==> config.mk <==
export PLATFORM = sky130hd
export DESIGN_NAME = vlbs_ram
export DESIGN_NICKNAME = d
export VERILOG_FILES = /design/src/rtl/core/vlbs_ram.sv
export SDC_FILE = /design/constraint.sdc
export NUM_CORES = 1
export LEC_CHECK = 0
export CAP_MARGIN = 20
export CORE_ASPECT_RATIO = 1.75
export CORE_MARGIN = 2
export CORE_UTILIZATION = 30
export DETAILED_ROUTE_END_ITERATION = 12
export DONT_BUFFER_PORTS = 1
export GPL_TIMING_DRIVEN = 0
export PLACE_DENSITY = 0.5
export SLEW_MARGIN = 20
export SYNTH_ARGS = -nofsm -noshare
export SYNTH_HDL_FRONTEND = slang
export SYNTH_SLANG_ARGS = --single-unit
==> constraint.sdc <==
create_clock -name i_clk -period 4.8 [get_ports i_clk]
set_input_delay 0.24 -clock i_clk [delete_from_list [all_inputs] [get_ports i_clk]]
set_output_delay 0.24 -clock i_clk [all_outputs]
set_load 0.02 [all_outputs]
==> src/rtl/core/vlbs_ram.sv <==
`default_nettype none

module vlbs_ram #(
    parameter int DEPTH = 64,
    parameter int WIDTH = 8
) (
    input  wire                      i_clk,
    input  wire                      i_we,
    input  wire  [$clog2(DEPTH)-1:0] i_waddr,
    input  wire  [WIDTH-1:0]         i_wdata,
    input  wire  [$clog2(DEPTH)-1:0] i_raddr,
    output logic [WIDTH-1:0]         o_rdata
);

    logic [WIDTH-1:0] r_mem [DEPTH];

    always_ff @(posedge i_clk) begin
        if (i_we) begin
            r_mem[i_waddr] <= i_wdata;
        end
    end

    always_ff @(posedge i_clk) begin
        o_rdata <= r_mem[i_raddr];
    end

endmodule

`default_nettype wire

* Yosys cells after proc, flatten, opt, wreduce, memory -nomap -nowiden *
Memories as Yosys holds them, arrays and structs flattened. A register that Yosys moved wholly into a read port is not among the register bits.
Cells that the tools add are included.

word-level totals
  bits in registers = 0
  bits in latches = 0
  bits in writable memories = 512
  bits in read-only memories = 0
  output and inout port bits = 8
  logic and storage cells = 3
  memories kept = 1

memories
  name   depth  bits a word  read ports  clocked after memory_dff  wr ports  line  RTL
  r_mem  64     8            1           1                         1         15    logic [WIDTH-1:0] r_mem [DEPTH];

operators by class
  add/sub/neg operators = 0
  multipliers = 0
  divide/modulo/power cells = 0
  magnitude comparators = 0
  equal/unequal tests = 0
  shifts and indexed selects = 0
  muxes and demuxes = 2
  bitwise gates (word level) = 0
  reductions and logical operators = 0

operators with widths
  kind     number
  $mux W1  2

* Depth between registers and ports, before layout *
  depth in word-level cells = 2
  mapped depth = 9
  mapped depth without buffers = 5

* Least setup slack after synthesis *
OpenSTA, ideal clock, no wires.

  path kind = in2reg
  start = input port i_raddr[1]
  end = register o_rdata[3], read port of r_mem
  setup time = 0.128 ns
  arrival = 1.780 ns
  data required time = 4.672 ns
  path slack = 2.892 ns
  stages on the path = 7
  buffers on the path = 3
  cell sequence = buf_4 > buf_2 > buf_2 > mux4_2 > mux4_2 > o21ai_1 > o41ai_1

RTL lines
  what             line  RTL
  start, declared  11    input wire [$clog2(DEPTH)-1:0] i_raddr,
  end, declared    12    output logic [WIDTH-1:0] o_rdata

==> results.md <==
- Status: complete, no violations
- Largest family of logic cells by synthesized area: multiplexers
- Netlist cell types: 40
- Worst Path Required: 5210 ps
- Synth Area in Compound Gates: 2.07%
- Post-synth EDFFs: 512
- Count of input and output buffers: 0
- Clock Latency Late Sink: 580 ps
- Clock network fraction of total power: 40.4%
- Crit path cell chain: buf_4, buf_2, buf_1, nand2_1, o221ai_1, nor2_1, nor3_1, o32ai_1
- Initial Utilization: 30.3%
- # DRC: 0
- GRT Resource Usage Total: 15.9%
- Final slew viol count: 0
- DR pass1 iterations: 5
- Via count: 9483
- Most frequent cells in the layout: edfxtp_1 (512), mux4_2 (126), nor2_1 (83)
- Worst path max stage delay: 760 ps
- Simple-gate share of the synthesized area: 3.39%
- Vias in the first global route: 10100
- Initial antenna violation count: 0
- Min cycle time layout: 2550 ps
- Post-Route Setup TNS: 0 ps
- Synth Area in XOR/XNOR: 0%
- Rows: 125
- Ys Warns: 0
- # Max-Cap Violations: 0
- CTS clk-pin slew, worst paths: 70 ps
- P per Cell Area: 405 mW/mm2
- Wirelength per Cell: 28.1 um
- CP max FO: 10
- Asr flop ratio synth: 0%
- Post-CTS Setup Inserts: 0
- Gr ovfl total: 0
- Multi-input logic area: 0.00433 mm2
- Core ar.: 0.0665 mm2
- Synth Area in Adders: 0%
- Nets: 1021
- Fin crit share: 53.1%
- GP Congestion: 0.862
- NetSw: 0.00202 W
- Hold WC Path Type: in -> reg
- # diodes: 0
- RSZ-0062 raised after global routing: false
- Num CTS Buffers: 46
- # fillers: 6183
- Post-synthesis mux area share: 15.9%
- Max H-tree Level: 2
- Cells after DPL: 1831
- WP data arrival: 2960 ps
- Final-report setup violation count: 0
- Area Growth Syn to Fin: 14.4%
- Syn Area/Cell: 21.5 um2
- Sink Count: 520
- Die X: 200 um
- Critical Path Slowest Stage Cell: buf_1
- CTS Buffer Depth: 3
- Die area: 0.0694 mm2
- Layout Skew: 12.0 ps
- Via density: 4.92
- Mapped Nets: 962
- Max Fclk: 0.392 GHz
- Flop pwr share: 54.0%
- Die height: 347 um
- Root buf cell: clkbuf_16
- Fraction of layout cells with a size suffix above 1: 24.6%
- Slew margin rel.: 23.5%
- Largest net degree at the start of global routing: 65
- Final ANT Viol Nets: 0
- Logic pwr share: 5.5%
- LEAKAGE: 6.99 nW
- Critical Path End Type: flop
- Number of placed I/O pins: 30
- P_int: 0.00732 W
- Cells after Synth: 940
- Most common cell after layout, fill and taps aside: edfxtp_1
- Yosys reg bits: 520
- Measured slew at the worst slew-check pin: 1150 ps
- Detailed Route Iter0 Violations: 937
- Peak VDD IR: 0.000293 V
- Mapped cell area: 0.0202 mm2
- CTS tree: yes
- First-pass GRT wire length: 75700 um
- Final hold violation count: 0
- Final instance area: 0.0231 mm2
- Main flop type after synthesis: edfxtp_1
- Placed cell area: 0.0213 mm2
- WL final: 54100 um
- Critical path class: in -> reg
- Register area share after synthesis: 77.0%
- CP startpoint kind: input pin
- Post-Layout Cell Count: 1926
- Sw Ratio: 21.6%
- Register area: 0.0155 mm2
- Final HPWL from detailed placement: 36800 um
-- final cells by class --
type	instances	area share [%]
multi-input cells	369	18.8
clock inverters	23	0.890
flip-flops and latches	520	67.3
clock buffers	63	5.76
repair buffers	11	1.06
plain buffers	51	1.37
well taps	889	4.82
-- metrics by stage --
step                      utilization (%)  total power (W)  worst slack [ps]  hold slack (ps)
after global placement               32.0          0.00558              1700              345
after global routing                 34.7          0.00959              2180             33.4
after detailed placement             32.1          0.00558              1700              344
after floorplan                         -          0.00541              2890              339
final                                34.7          0.00934              2250             25.2
after CTS                            34.7          0.00941              2300             5.67
-- power groups by stage --
stage	Clock, W	Combinational [W]	Sequential [W]
2_1_floorplan	0	0.000268	0.00514
3_3_place_gp	0	0.000433	0.00514
3_5_place_dp	0	0.000434	0.00514
4_1_cts	0.00383	0.000529	0.00505
5_1_grt	0.00400	0.000543	0.00505
6_report	0.00378	0.000518	0.00505
-- path summary, 6_finish.rpt --
check	to	slack (ps)	cells after the start	startpoint
setup / recovery	o_rdata[4]	2250	8	i_raddr[1]
setup reg to reg	o_rdata[4]	2580	5	r_mem[21][4]
hold / removal	r_mem[50][5]	30	1	i_wdata[5]
hold reg to reg	o_rdata[2]	1010	4	r_mem[30][2]
-- critical path: cells and delay by family --
family | cells | cell delay [ps]
buffers and inverters | 3 | 1360
and+or+nand+nor | 3 | 810
AOI/OAI and AO/OA | 2 | 520
-- Yosys cell counts (2+ instances only) --
master	n	area, um2
nand4_1	2	12.5
nand3b_1	3	22.5
edfxtp_1	512	15400
o221ai_1	8	70.1
nor2b_1	14	87.6
a22oi_1	3	22.5
o22ai_1	8	50.1
mux2i_1	23	230
a211oi_1	4	30.0
a221oi_1	6	52.6
buf_4	13	97.6
o32ai_1	2	17.5
o2111ai_1	3	26.3
a2111oi_0	2	17.5
buf_1	4	15.0
mux4_2	126	2840
o221a_2	2	22.5
dfxtp_1	8	160
nand2_1	19	71.3
buf_6	4	45.0
mux2_2	13	146
nand2b_1	7	43.8
o21a_1	2	15.0
nor3_1	7	35.0
buf_12	2	40.0
o21ai_0	2	10.0
o21ai_1	2	10.0
clkbuf_1	17	63.8
nor2_1	83	312
nand3_1	13	65.1
o41ai_1	2	17.5
buf_2	11	55.1
nor4_1	2	12.5
a21oi_1	3	15.0
o2bb2ai_1	3	26.3
-- cell families after synthesis --
group                  Yosys count
AOI/OAI and AO/OA               54
muxes                          162
and+or+nand+nor                153
buffers and inverters           51
DFF                            520
-- registers in the layout, summed over array words and instances (netlist names) --
register and count:
r_mem 512, o_rdata 8
-- metal layers --
metal / track usage (%) / routed length [um]
met5: 0 / 0
met4: 7.82 / 2790
met3: 2.00 / 2250
met2: 30.6 / 30900
met1: 16.6 / 18100
-- repair_timing --
item,4_1_cts,5_1_grt
hold buffers,9,0
endpoints found under the hold margin,515,0
gates resized for setup,0,0
No activity file was read; power rests on OpenSTA's default activity.
